`src/sv/hpc_pkg.sv`:
```
`timescale 1ns / 1ps
// shared types and constants for the dual channel hysteresis pulse counter
package hpc_pkg;

  localparam int unsigned SAMPLE_W  = 10;
  localparam int unsigned SECOND_W  = 8;
  localparam int unsigned CODE_W    = 8;
  localparam int unsigned WORD_W    = 16;
  localparam int unsigned CFG_IDX_W = 8;
  localparam int unsigned S_DATA_W  = 32;

  // configuration register indexes
  localparam logic [CFG_IDX_W-1:0] CFG_HIGH_THRESHOLD = 8'd0;
  localparam logic [CFG_IDX_W-1:0] CFG_LOW_THRESHOLD  = 8'd1;

  // reset levels of the thresholds
  localparam logic [SAMPLE_W-1:0] HIGH_THRESHOLD_RESET = 10'd768;
  localparam logic [SAMPLE_W-1:0] LOW_THRESHOLD_RESET  = 10'd256;

  // item kinds carried in tuser
  localparam logic OP_SAMPLE = 1'b0;
  localparam logic OP_READ   = 1'b1;

  // word groups of the read map, index bits [2:1]
  localparam logic [1:0] GRP_SAMPLE = 2'd0;
  localparam logic [1:0] GRP_PULSE  = 2'd1;
  localparam logic [1:0] GRP_RATE   = 2'd2;
  localparam logic [1:0] GRP_PREV   = 2'd3;

  // read code offset and flip applied before the word index is taken
  localparam logic [CODE_W-1:0] CODE_OFFSET = 8'h01;
  localparam logic [CODE_W-1:0] CODE_FLIP   = 8'h01;

  // result word handed from the core to the output register
  typedef struct packed {
    logic              valid;
    logic [WORD_W-1:0] value;
  } res_t;

endpackage

```
`src/sv/dual_channel_hysteresis_pulse_counter_unit.sv`:
```
`timescale 1ns / 1ps
// top level of the dual channel hysteresis pulse counter
//
// Slave stream s_*: one word per converter sample or read request. tuser is
// the kind (0 = sample, 1 = read); tdata carries sample, seconds count and
// read code. Samples alternate between channel 0 and channel 1, starting
// with channel 0 after reset. A sample produces no output word; a read
// produces one 16-bit word on the master stream m_*.
// Config port cfg_*: index 0 = high threshold, 1 = low threshold; always ready.
// Write it only while no word is in flight.
// Throughput: one word per cycle unless the receiver stalls with a result held.
// All state updates at the accepting edge; a read's result appears on m_tdata
// in the cycle after acceptance, from a single output register.
// When the receiver stalls with a result held, s_tready drops until that
// word is taken; it rises again in the same cycle m_tready is seen.
// Reset (rst, synchronous) clears all counters, samples, rates and the
// channel selector and restores thresholds 768 and 256.
module dual_channel_hysteresis_pulse_counter_unit (
  input  logic                          clk,
  input  logic                          rst,
  input  logic                          s_tvalid,
  output logic                          s_tready,
  input  logic [hpc_pkg::S_DATA_W-1:0]  s_tdata,   // sample[9:0], second_count[17:10],
                                                   // read_code[25:18], zeros above
  input  logic                          s_tuser,   // operation
  output logic                          m_tvalid,
  input  logic                          m_tready,
  output logic [hpc_pkg::WORD_W-1:0]    m_tdata,   // read_value[15:0]
  input  logic                          cfg_valid,
  output logic                          cfg_ready,
  input  logic [hpc_pkg::CFG_IDX_W-1:0] cfg_index,
  input  logic [hpc_pkg::SAMPLE_W-1:0]  cfg_data
);
  import hpc_pkg::*;

  logic item_we;
  res_t res;

  // take a word unless a result is held and not being taken
  assign s_tready  = !m_tvalid || m_tready;
  assign item_we   = s_tvalid && s_tready;
  assign cfg_ready = 1'b1;

  hpc_core u_core (
    .clk          (clk),
    .rst          (rst),
    .cfg_we       (cfg_valid),
    .cfg_index    (cfg_index),
    .cfg_data     (cfg_data),
    .item_we      (item_we),
    .operation    (s_tuser),
    .sample       (s_tdata[SAMPLE_W-1:0]),
    .second_count (s_tdata[SAMPLE_W+SECOND_W-1:SAMPLE_W]),
    .read_code    (s_tdata[SAMPLE_W+SECOND_W+CODE_W-1:SAMPLE_W+SECOND_W]),
    .res          (res)
  );

  hpc_out_reg u_out (
    .clk      (clk),
    .rst      (rst),
    .res      (res),
    .m_tready (m_tready),
    .m_tvalid (m_tvalid),
    .m_tdata  (m_tdata)
  );

endmodule

```
`src/sv/hpc_core.sv`:
```
`timescale 1ns / 1ps
// channel state, hysteresis edge detection, rate update and read selection
module hpc_core (
  input  logic                        clk,
  input  logic                        rst,
  input  logic                        cfg_we,
  input  logic [hpc_pkg::CFG_IDX_W-1:0] cfg_index,
  input  logic [hpc_pkg::SAMPLE_W-1:0]  cfg_data,
  input  logic                        item_we,
  input  logic                        operation,
  input  logic [hpc_pkg::SAMPLE_W-1:0]  sample,
  input  logic [hpc_pkg::SECOND_W-1:0]  second_count,
  input  logic [hpc_pkg::CODE_W-1:0]    read_code,
  output hpc_pkg::res_t               res
);
  import hpc_pkg::*;

  logic [SAMPLE_W-1:0] high_threshold;
  logic [SAMPLE_W-1:0] low_threshold;
  logic                channel_select;
  logic [SECOND_W-1:0] last_second;
  logic [WORD_W-1:0]   last_sample    [2];
  logic [WORD_W-1:0]   pulse_count    [2];
  logic [WORD_W-1:0]   edge_rate      [2];
  logic [WORD_W-1:0]   previous_edges [2];
  logic [WORD_W-1:0]   edge_count     [2];

  logic [WORD_W-1:0]   last_sample_next    [2];
  logic [WORD_W-1:0]   pulse_count_next    [2];
  logic [WORD_W-1:0]   edge_rate_next      [2];
  logic [WORD_W-1:0]   previous_edges_next [2];
  logic [WORD_W-1:0]   edge_count_next     [2];
  logic [WORD_W-1:0]   edge_diff           [2];

  logic                sample_we;
  logic                read_we;
  logic                second_changed;
  logic [CODE_W-1:0]   map_code;
  logic [2:0]          word_idx;
  logic                clear_pulse;

  assign sample_we      = item_we && (operation == OP_SAMPLE);
  assign read_we        = item_we && (operation == OP_READ);
  assign second_changed = (second_count != last_second);

  // read map: code minus one, lowest bit flipped, low three bits pick the word
  assign map_code    = (read_code - CODE_OFFSET) ^ CODE_FLIP;
  assign word_idx    = map_code[2:0];
  assign clear_pulse = (map_code[CODE_W-1:2] == '0) && map_code[1];

  // per-channel next state
  always_comb begin
    for (int c = 0; c < 2; c++) begin
      last_sample_next[c]    = last_sample[c];
      edge_count_next[c]     = edge_count[c];
      pulse_count_next[c]    = pulse_count[c];
      edge_rate_next[c]      = edge_rate[c];
      previous_edges_next[c] = previous_edges[c];

      // hysteresis on the selected channel
      if (sample_we && (channel_select == 1'(c))) begin
        last_sample_next[c] = {{(WORD_W-SAMPLE_W){1'b0}}, sample};
        if (!edge_count[c][0]) begin
          if (sample > high_threshold) begin
            edge_count_next[c] = edge_count[c] + 16'd1;
          end
        end else begin
          if (sample < low_threshold) begin
            edge_count_next[c]  = edge_count[c] + 16'd1;
            pulse_count_next[c] = pulse_count[c] + 16'd1;
          end
        end
      end

      // once-per-second rate from the updated edge count
      edge_diff[c] = edge_count_next[c] - previous_edges[c];
      if (sample_we && second_changed) begin
        edge_rate_next[c]      = edge_diff[c] >> 1;
        previous_edges_next[c] = edge_count_next[c];
      end

      // clear on read of a pulse count
      if (read_we && clear_pulse && (word_idx[0] == 1'(c))) begin
        pulse_count_next[c] = '0;
      end
    end
  end

  // selected word for a read
  always_comb begin
    res.valid = read_we;
    case (word_idx[2:1])
      GRP_SAMPLE: res.value = word_idx[0] ? last_sample[1]    : last_sample[0];
      GRP_PULSE:  res.value = word_idx[0] ? pulse_count[1]    : pulse_count[0];
      GRP_RATE:   res.value = word_idx[0] ? edge_rate[1]      : edge_rate[0];
      GRP_PREV:   res.value = word_idx[0] ? previous_edges[1] : previous_edges[0];
      default:    res.value = '0;
    endcase
  end

  // configuration registers
  always_ff @(posedge clk) begin
    if (rst) begin
      high_threshold <= HIGH_THRESHOLD_RESET;
      low_threshold  <= LOW_THRESHOLD_RESET;
    end else if (cfg_we) begin
      case (cfg_index)
        CFG_HIGH_THRESHOLD: high_threshold <= cfg_data;
        CFG_LOW_THRESHOLD:  low_threshold  <= cfg_data;
        default: ;
      endcase
    end
  end

  // channel state
  always_ff @(posedge clk) begin
    if (rst) begin
      channel_select <= 1'b0;
      last_second    <= '0;
      for (int c = 0; c < 2; c++) begin
        last_sample[c]    <= '0;
        pulse_count[c]    <= '0;
        edge_rate[c]      <= '0;
        previous_edges[c] <= '0;
        edge_count[c]     <= '0;
      end
    end else begin
      if (sample_we) begin
        channel_select <= ~channel_select;
        last_second    <= second_count;
      end
      for (int c = 0; c < 2; c++) begin
        last_sample[c]    <= last_sample_next[c];
        pulse_count[c]    <= pulse_count_next[c];
        edge_rate[c]      <= edge_rate_next[c];
        previous_edges[c] <= previous_edges_next[c];
        edge_count[c]     <= edge_count_next[c];
      end
    end
  end

endmodule

```
`src/sv/hpc_out_reg.sv`:
```
`timescale 1ns / 1ps
// result register on the master side of the stream
module hpc_out_reg (
  input  logic                       clk,
  input  logic                       rst,
  input  hpc_pkg::res_t              res,
  input  logic                       m_tready,
  output logic                       m_tvalid,
  output logic [hpc_pkg::WORD_W-1:0] m_tdata
);
  import hpc_pkg::*;

  logic              valid;
  logic [WORD_W-1:0] data;

  // valid flag: set on a new word, dropped once taken
  always_ff @(posedge clk) begin
    if (rst) begin
      valid <= 1'b0;
    end else if (res.valid) begin
      valid <= 1'b1;
    end else if (m_tready) begin
      valid <= 1'b0;
    end
  end

  // payload
  always_ff @(posedge clk) begin
    if (res.valid) begin
      data <= res.value;
    end
  end

  assign m_tvalid = valid;
  assign m_tdata  = data;

endmodule

```
`config.mk`:
```
export PLATFORM = sky130hd
export DESIGN_NAME = dual_channel_hysteresis_pulse_counter_unit
export DESIGN_NICKNAME = d
export VERILOG_FILES = /design/src/sv/hpc_pkg.sv /design/src/sv/dual_channel_hysteresis_pulse_counter_unit.sv /design/src/sv/hpc_core.sv /design/src/sv/hpc_out_reg.sv
export SDC_FILE = /design/constraint.sdc
export NUM_CORES = 1
export LEC_CHECK = 0
export ABC_AREA = 1
export BUFFER_PORTS_ARGS = -buffer_cell sky130_fd_sc_hd__buf_2
export CORE_ASPECT_RATIO = 1.4
export CORE_MARGIN = 4
export CORE_UTILIZATION = 25
export CTS_CLUSTER_SIZE = 10
export DETAILED_ROUTE_END_ITERATION = 8
export PLACE_DENSITY = 0.46
export SYNTH_ARGS = -nofsm -noshare
export SYNTH_HDL_FRONTEND = slang
export SYNTH_SLANG_ARGS = --single-unit
```
`constraint.sdc`:
```
create_clock -name clk -period 3.84 [get_ports clk]
set_clock_uncertainty 0.05 [all_clocks]
set_input_delay 0.384 -clock clk [delete_from_list [all_inputs] [get_ports clk]]
set_output_delay 0.384 -clock clk [all_outputs]
set_load 0.05 [all_outputs]
```
==> flow_summary.ini, run 1 <==
[finish]
drive_gt1_share_pct = 13.8
finalNonFillerCells = 2206
fillers = 4753
stdcell_area_um2 = 12800
fin_nets = 1751
syn2layout_area_growth_pct = 18.4
diodes = 0

[cts]
cts_buffers = 17
h-tree-depth = 4
cts_sinks = 192
insertion_delay_ns = 0.47
clkTransAtPathRegs_ns = 0.07
tritoncts = yes
clock-root-buffer = clkbuf_16
clock_path_buffers = 2

[worst_hold_path]
hold_path.class = in -> reg

[routing]
drtAntennaViolNets = 0
drtIter0Drc = 457
drt_first_pass_iters = 4
wire_per_inst_um = 15.2
vias = 10000
vias_per_cell = 4.55
wirelength_um = 33500
drc = 0

[timing]
fmax_ghz = 0.282
min_period_ns = 3.55
finalCritPeriodShare_pct = 92.5
slew_violations = 0
setup_ws_ns = 0.290
fin_setup_tns_ns = 0
hold_viol = 0
slew_headroom_pct = 43.3
setup-violations-final = 0
worst_slew_pin_slew_ns = 0.850

[worst_setup_path]
required_ns = 4.15
crit_arrival_ns = 3.86
startpoint_type = flip-flop
slowest_stage = ha_1
crit_chain = inv_1 > ha_1 > a21o_1 > nor2_2 > nand4_4 > nor2_8 > inv_2 > nand2_2 > buf_4 > nand2_1 > xor2_2 > ha_1 > a21oi_1 > o21ai_0 > a21oi_1 > nand2_1 > xor2_1 > o21ai_0 > inv_1
cpLargestDelayFamily = compound AO/OA/AOI/OAI gates
cp-end-kind = flip-flop
cp_max_fo = 5
path_class = reg -> reg
cp_num_buf_inv = 4
slowest_delay_ns = 0.34

[placement]
place_area_um2 = 12200
io_buffers = 67
pre_cts_slack_ns = 0.0199
hpwlAfterDp_um = 25400
placed_cells = 2174
place.gp.congestion = 0.846

[synth]
syn_area_um2 = 10800
synth.most_common_cell = nand2_1
netlist-cell-type-count = 61
synthTopCellsByArea = dfxtp_1, nand2_1, inv_1
syn-num-nets = 1649
syn-instance-count = 1539
synth-seq-area-share_pct = 37.0
async_reset_ff_share_pct = 0
synth_top_area_cell = dfxtp_1
syn_avg_cell_area_um2 = 7.04
yosysWarnings = 0
ys.flop_type = dfxtp_1
synth-edff-count = 16
yosys-top-cells-count = nand2_1, inv_1, dfxtp_1
synth_seq_cells = 192
synth.top_cell.area_share_pct = 32.5

[floorplanning]
chipHeight_um = 254
rows = 90
die-area_um2 = 46800
die_x_um = 184
initial_core_util_pct = 25.2
core_um2 = 43000
io_pins = 75

[grt]
grt_overflow = 0
grt_pass1_vias = 9803
grt_max_degree = 67
grt_pass1_wl_um = 52400
antenna_found_initial = 0
grt_use_total_pct = 14.4

[power]
powerDensity_nw_per_um2 = 365
leakagePower_nw = 5.73
vdd_drop_max_v = 0.000325

[outcome]
status = finished, final reports clean

[job]
drv_cap = 0
[cells by family after synthesis]
logic type               share of synthesized area [%]
adder cells (fa/ha/maj)                           6.38
AO/OA/AOI/OAI                                     19.0
other                                           0.0346
buffers and inverters                             9.80
flip-flops                                        37.0
AND/OR/NAND/NOR                                   24.5
XOR/XNOR                                          3.32
[worst paths after layout]
| check | cells after the start | from | to | slack (ns) |
|---|---|---|---|---|
| min reg2reg | 2 | u_core.low_threshold[0] | u_core.low_threshold[0] | 0.40 |
| min | 3 | cfg_data[0] | u_core.high_threshold[0] | 0.12 |
| max | 19 | u_core.low_threshold[9] | u_core.edge_rate[0][24] | 0.29 |
| max reg2reg | 19 | u_core.low_threshold[9] | u_core.edge_rate[0][24] | 0.29 |
[worst reg2reg max path: stages (launching register included)]
cell     delay (ns)
dfxtp_1        0.31
inv_1          0.05
ha_1           0.28
a21o_1         0.19
nor2_2         0.22
nand4_4        0.21
nor2_8         0.14
inv_2          0.05
nand2_2        0.08
buf_4          0.14
nand2_1        0.08
xor2_2         0.17
ha_1           0.34
a21oi_1        0.26
o21ai_0        0.18
a21oi_1        0.16
nand2_1        0.17
xor2_1         0.18
o21ai_0        0.14
inv_1          0.05
[cells in the final DEF, fill, tap and decap left out, types with 4 or more instances in the layout]
cell type | netlist | final
nand3_1 | 60 | 57
nand3_2 | 3 | 6
nor2_4 | 4 | 4
xnor2_1 | 13 | 13
nand2_1 | 317 | 315
nor3b_1 | 8 | 8
buf_4 | 1 | 69
nor3_1 | 19 | 19
o211ai_1 | 12 | 12
buf_2 | 2 | 67
a31oi_1 | 14 | 14
a22o_1 | 4 | 4
inv_1 | 217 | 215
ha_1 | 52 | 51
a21oi_2 | 0 | 4
a221o_1 | 4 | 4
or2_2 | 8 | 8
o21ai_0 | 144 | 139
dfxtp_1 | 176 | 176
nor2_2 | 2 | 10
a32oi_1 | 6 | 6
inv_2 | 6 | 8
o21a_1 | 4 | 4
edfxtp_1 | 16 | 16
xor2_1 | 28 | 25
nor2_1 | 133 | 125
o21ai_1 | 4 | 8
clkinvlp_4 | 0 | 5
nand4_1 | 15 | 15
clkbuf_16 | 0 | 17
a21oi_1 | 160 | 156
a21o_1 | 4 | 4
[report_power, final]
group          internal, mW  switching (mW)  leakage (nW)
Sequential             2.10          0.0379          1.59
Clock                 0.909           0.872         0.262
Combinational         0.263           0.504          3.88
Total                  3.27            1.41          5.73
[final cells by class]
cell class              count  area, um2  share of cell area [%]
multi-input cells        1068       5850                    45.6
flip-flops and latches    192       4000                    31.2
repair buffers            137        873                    6.81
inverters                 225        845                    6.59
well taps                 552        691                    5.39
clock buffers              19        433                    3.38
clock inverters            13        130                    1.01
[per-stage QoR]
stage / power (mW) / utilization, % / hold slack [ns]
6_report: 4.68 / 29.8 / 0.116
3_3_place_gp: 2.94 / 28.3 / 0.388
2_1_floorplan: 2.66 / - / 0.374
4_1_cts: 4.75 / 29.6 / 0.0907
3_5_place_dp: 2.95 / 28.3 / 0.392
5_1_grt: 4.93 / 29.8 / 0.117
[sequential cells by signal, summed over array words and instances (netlist names)]
name	cells
u_core.high_threshold	10
u_core.edge_rate	30
u_core.last_sample	20
u_core.low_threshold	10
u_core.last_second	8
u_core.channel_select	1
u_out.m_tdata	16
u_core.previous_edges	32
u_core.pulse_count	32
u_core.edge_count	32
u_out.m_tvalid	1
[repair_timing]
action / CTS / global route
hold buffers: 0 / 0
setup buffers: 0 / 0
resized for setup: 0 / 26
endpoints found under the setup margin: 0 / 12
[layer usage]
layer	vias up	track usage (%)	part of all wire, %
li1	5257	-	-
met1	4611	16.3	42
met2	138	27.9	54
met3	35	1.95	2.8
met4	0	4.27	1.7
met5	-	0	0
(Power assumes the default switching activity.)
==> run 2, diff against run 1 <==
--- a/config.mk
+++ b/config.mk
@@ -6,13 +6,13 @@
 export NUM_CORES = 1
 export LEC_CHECK = 0
 export ABC_AREA = 1
-export BUFFER_PORTS_ARGS = -buffer_cell sky130_fd_sc_hd__buf_2
 export CORE_ASPECT_RATIO = 1.4
 export CORE_MARGIN = 4
 export CORE_UTILIZATION = 25
 export CTS_CLUSTER_SIZE = 10
 export DETAILED_ROUTE_END_ITERATION = 8
-export PLACE_DENSITY = 0.46
+export DONT_BUFFER_PORTS = 1
+export PLACE_DENSITY = 0.44
 export SYNTH_ARGS = -nofsm -noshare
 export SYNTH_HDL_FRONTEND = slang
 export SYNTH_SLANG_ARGS = --single-unit
==> flow_summary.ini, run 2 (synthesized netlist as in run 1, its figures left out) <==
[power]
swShare_pct = 30.7
powerDensity_nw_per_um2 = 374
clock_power_share_pct = 39.5
seqPwrFrac_pct = 45.9
power_mw = 4.73
power.internal_mw = 3.27
comb_power_share_pct = 14.6
vdd_drop_max_v = 0.000320
leakagePower_nw = 5.54
switching_power_mw = 1.45

[placement]
placed_cells = 2093
place_area_um2 = 11700
hpwlAfterDp_um = 25300
place.gp.congestion = 0.830
pre_cts_slack_ns = 0.0262
io_buffers = 0

[worst_setup_path]
reg2regPathDepth = 23
ff2ff_setup_slack_ns = 0.26
required_ns = 4.18
startpoint_type = flip-flop
path_class = reg -> reg
crit_arrival_ns = 3.92
cp_max_fo = 3
r2r-start = u_core.high_threshold[5]
cp-end-kind = flip-flop
timing.rr.end = u_core.edge_rate[0][27]

[grt]
use_met1_pct = 16.9
grt_use_total_pct = 14.9
grt_pass1_wl_um = 53900
grt_overflow = 0
use_met3_pct = 1.90
grt_pass1_vias = 9845
grt_use_met2_pct = 28.3
antenna_found_initial = 0
top_usage_layer = met2
grt_max_degree = 79

[worst_hold_path]
hold_path.class = in -> reg
hold_depth = 3
holdPathEnd = u_core.previous_edges[0][12]
hold_start = rst

[cts]
cts_buffers = 17
clock-root-buffer = clkbuf_16
insertion_delay_ns = 0.47
clock_path_buffers = 2
cts_sinks = 192
clkTransAtPathRegs_ns = 0.09
h-tree-depth = 4
tritoncts = yes

[finish]
drive_gt1_share_pct = 9.27
largestRegisters = u_core.edge_count: 32 flops, u_core.previous_edges: 32 flops, u_core.pulse_count: 32 flops
mostFrequentLayoutCells = nand2_1, inv_1, dfxtp_1
diodes = 0
fin_nets = 1693
syn2layout_area_growth_pct = 16.8
fin_util_pct = 29.4
stdcell_area_um2 = 12600
layout_commonest_cell = nand2_1
finalNonFillerCells = 2148

[floorplanning]
core_um2 = 43000
die-area_um2 = 46800
io_pins = 75
chipHeight_um = 254
die_x_um = 184
rows = 90
initial_core_util_pct = 25.2

[routing]
wirelength_um = 34500
drtIter0Drc = 545
drtAntennaViolNets = 0
vias_per_cell = 4.62
vias = 9934
drc = 0
drt_first_pass_iters = 5
wire_per_inst_um = 16.0

[timing]
finalCritPeriodShare_pct = 93.1
worst_slew_pin_slew_ns = 0.844
hold_slack_ns = 0.0340
fin_setup_tns_ns = 0
slew_headroom_pct = 43.7
slew_violations = 0
rsz0062_at_grt = yes
hold_viol = 0
min_period_ns = 3.58
fmax_ghz = 0.280
setup-violations-final = 0
setup_ws_ns = 0.264

[outcome]
status = finished, final reports clean

[job]
drv_cap = 0
run 2: cell types whose count changed in the layout (fill, tap and decap cells not counted), sizes merged:
| cell | previous run | this run |
|---|---|---|
| buf | 137 | 58 |
| dlygate4sd3 | 0 | 21 |
| clkinvlp | 5 | 0 |
| inv | 229 | 234 |
| clkbuf | 19 | 17 |
| clkinv | 3 | 5 |
run 2: layout make-up:
cell class	instances	area, um2
Clock buffer	17	425
Clock inverter	15	164
Fill cell	4755	30400
Inverter	225	845
Multi-Input combinational cell	1068	5850
Sequential cell	192	4000
Tap cell	552	691
Timing Repair Buffer	79	671
run 2: how the worst max path moves through the flow:
stage	from	to	slack, ns	cells past startpoint
after global placement	s_tdata[5]	u_core.edge_rate[0][27]	0.09	24
after global routing	u_core.low_threshold[5]	u_core.edge_rate[0][30]	-0.08	26
after floorplan	u_out.m_tvalid	u_core.edge_rate[0][27]	0.20	24
after CTS	u_core.low_threshold[5]	u_core.edge_rate[0][27]	0.03	25
final	u_core.high_threshold[5]	u_core.edge_rate[0][27]	0.26	23
after detailed placement	s_tdata[5]	u_core.edge_rate[0][27]	0.03	24
run 2: power by group through the flow:
stage	Clock (mW)	Combinational (mW)	Sequential (mW)
floorplan	0	0.454	2.21
global placement	0	0.651	2.22
detailed placement	0	0.655	2.22
CTS	1.94	0.691	2.17
global route	2.00	0.776	2.18
finish	1.87	0.689	2.17
run 2: worst max-delay path, stage by stage (launching register included):
cell and delay (ns):
dfxtp_1 0.32, inv_1 0.05, ha_1 0.29, nand2_1 0.07
nor2_1 0.19, nand4_1 0.27, nand3_2 0.20, nand2_2 0.08
inv_1 0.06, or2_0 0.11, o21a_1 0.15, inv_1 0.08
fa_1 0.42, o21ai_1 0.19, nand2_1 0.07, nand2_1 0.08
a21oi_1 0.10, o21ai_1 0.18, nand2_1 0.08, nand2_1 0.11
nand3_1 0.11, nand2_1 0.08, nand2_1 0.04, a31oi_1 0.12
run 2: what timing repair did:
action	in CTS	in global routing
hold buffers	22	0
setup endpoints to repair	0	13
hold endpoints to repair	57	0
resized for setup	0	23
setup buffers	0	1
run 2: metal layers:
metal  share of wire [%]  routed length, um  up-vias
li1                    -                  -     5135
met1                  42              14600     4643
met2                  53              18100      124
met3                 2.4                829       32
met4                 2.6                911        0
met5                   0                  0        -
==> run 3, diff against run 2 <==
--- a/config.mk
+++ b/config.mk
@@ -6,13 +6,15 @@
 export NUM_CORES = 1
 export LEC_CHECK = 0
 export ABC_AREA = 1
+export CELL_PAD_IN_SITES_DETAIL_PLACEMENT = 1
+export CELL_PAD_IN_SITES_GLOBAL_PLACEMENT = 1
 export CORE_ASPECT_RATIO = 1.4
 export CORE_MARGIN = 4
-export CORE_UTILIZATION = 25
+export CORE_UTILIZATION = 47
 export CTS_CLUSTER_SIZE = 10
 export DETAILED_ROUTE_END_ITERATION = 8
 export DONT_BUFFER_PORTS = 1
-export PLACE_DENSITY = 0.44
+export PLACE_DENSITY = 0.87
 export SYNTH_ARGS = -nofsm -noshare
 export SYNTH_HDL_FRONTEND = slang
 export SYNTH_SLANG_ARGS = --single-unit
==> flow_summary.ini, run 3 (synthesized netlist as in run 1, its figures left out) <==
[outcome]
status = finished, final reports clean

[worst_setup_path]
crit_arrival_ns = 4.07
timing.rr.end = u_core.edge_rate[0][27]
startpoint_type = flip-flop
cp_common_cell = nand2_1
required_ns = 4.17
slowest_stage = fa_1
cp_max_fo = 5
reg2regPathDepth = 25
r2r-start = u_core.low_threshold[8]
slowest_delay_ns = 0.45
ff2ff_setup_slack_ns = 0.1
cp-end-kind = flip-flop
path_class = reg -> reg

[cts]
cts_sinks = 192
insertion_delay_ns = 0.45
h-tree-depth = 4
clock_path_buffers = 2
clkTransAtPathRegs_ns = 0.07
tritoncts = yes
cts_buffers = 17
clock-root-buffer = clkbuf_16

[routing]
vias = 10600
wirelength_um = 35500
drc = 0
drt_first_pass_iters = 6
drtIter0Drc = 537
drtAntennaViolNets = 0
wire_per_inst_um = 19.0
vias_per_cell = 5.65

[power]
vdd_drop_max_v = 0.000332
powerDensity_nw_per_um2 = 383
leakagePower_nw = 5.38

[floorplanning]
io_pins = 75
chipHeight_um = 188
rows = 65
die_x_um = 136
core_um2 = 22600
initial_core_util_pct = 47.9
die-area_um2 = 25600

[timing]
hold_slack_ns = 0.0172
min_period_ns = 3.74
finalCritPeriodShare_pct = 97.5
rsz0062_at_grt = yes
fmax_ghz = 0.267
slew_headroom_pct = 22.7
worst_slew_pin_slew_ns = 1.16
setup-violations-final = 0
fin_setup_tns_ns = 0
hold_viol = 0
slew_violations = 0

[job]
drv_cap = 0

[grt]
grt_overflow = 0
grt_use_total_pct = 27.2
grt_pass1_wl_um = 55400
grt_max_degree = 64
grt_pass1_vias = 11100
antenna_found_initial = 1

[finish]
layout_commonest_cell = nand2_1
fin_util_pct = 53.5
syn2layout_area_growth_pct = 11.7
largestRegisters = u_core.edge_count: 32 flops, u_core.previous_edges: 32 flops, u_core.pulse_count: 32 flops
stdcell_area_um2 = 12100
mostFrequentLayoutCells = nand2_1, inv_1, dfxtp_1
fin_nets = 1662
diodes = 0
drive_gt1_share_pct = 9.84

[placement]
hpwlAfterDp_um = 25100
place.gp.congestion = 0.892
place_area_um2 = 11200
io_buffers = 0

[worst_hold_path]
hold_depth = 2
hold_start = s_tdata[13]
hold_path.class = in -> reg
holdPathEnd = u_core.last_second[3]
## run 3: stage by stage
step | instances | power, mW | worst slack (ns)
final | 1866 | 4.63 | 0.0977
after global routing | 1866 | 4.81 | -0.226
after CTS | 1851 | 4.61 | 0.0189
after detailed placement | 1818 | 2.84 | -0.0129
after global placement | 1818 | 2.81 | 0.155
after floorplan | 1539 | 2.66 | 0.201
## run 3: worst max-delay path by stage
stage | startpoint | end | slack, ns | cells after the start
after global routing | u_core.low_threshold[8] | u_core.edge_rate[0][27] | -0.23 | 25
after CTS | u_core.low_threshold[5] | u_core.edge_rate[0][30] | 0.02 | 26
after detailed placement | s_tdata[5] | u_core.edge_rate[0][27] | -0.01 | 24
after global placement | s_tdata[5] | u_core.edge_rate[0][27] | 0.16 | 24
after floorplan | u_out.m_tvalid | u_core.edge_rate[0][27] | 0.20 | 24
final | u_core.low_threshold[8] | u_core.edge_rate[0][27] | 0.1 | 25
## run 3: what timing repair did
action / CTS / global route
buffers inserted: 0 / 15
pin swaps: 0 / 12
endpoints found under the setup margin: 2 / 17
hold endpoints to repair: 40 / 0
resized for setup: 2 / 40
hold buffers: 1 / 0
## run 3: per-layer routing
| layer | wire length, um | GRT usage, % |
|---|---|---|
| met1 | 14000 | 30.4 |
| met2 | 18900 | 50.4 |
| met3 | 1200 | 4.00 |
| met4 | 1370 | 11.1 |
| met5 | 13 | 0 |
## run 3: area by class of cell
type | count | area (um2)
fillers | 2966 | 10500
multi-input cells | 1068 | 5910
flip-flops and latches | 192 | 4000
inverters | 225 | 847
clock buffers | 18 | 439
repair buffers | 48 | 385
well taps | 301 | 377
clock inverters | 14 | 130
## run 3: report_power, final
group | switching [mW] | internal (mW)
Sequential | 0.0750 | 2.10
Combinational | 0.451 | 0.224
Clock | 0.860 | 0.919
## run 3: critical path, delay by kind of cell, from the launching register on
family	cells	cell delay (ns)
flip-flops	1	0.35
AND/OR/NAND/NOR	13	1.17
AO/OA/AOI/OAI	6	1.06
adder cells (fa/ha/maj)	2	0.72
buffers and inverters	4	0.30
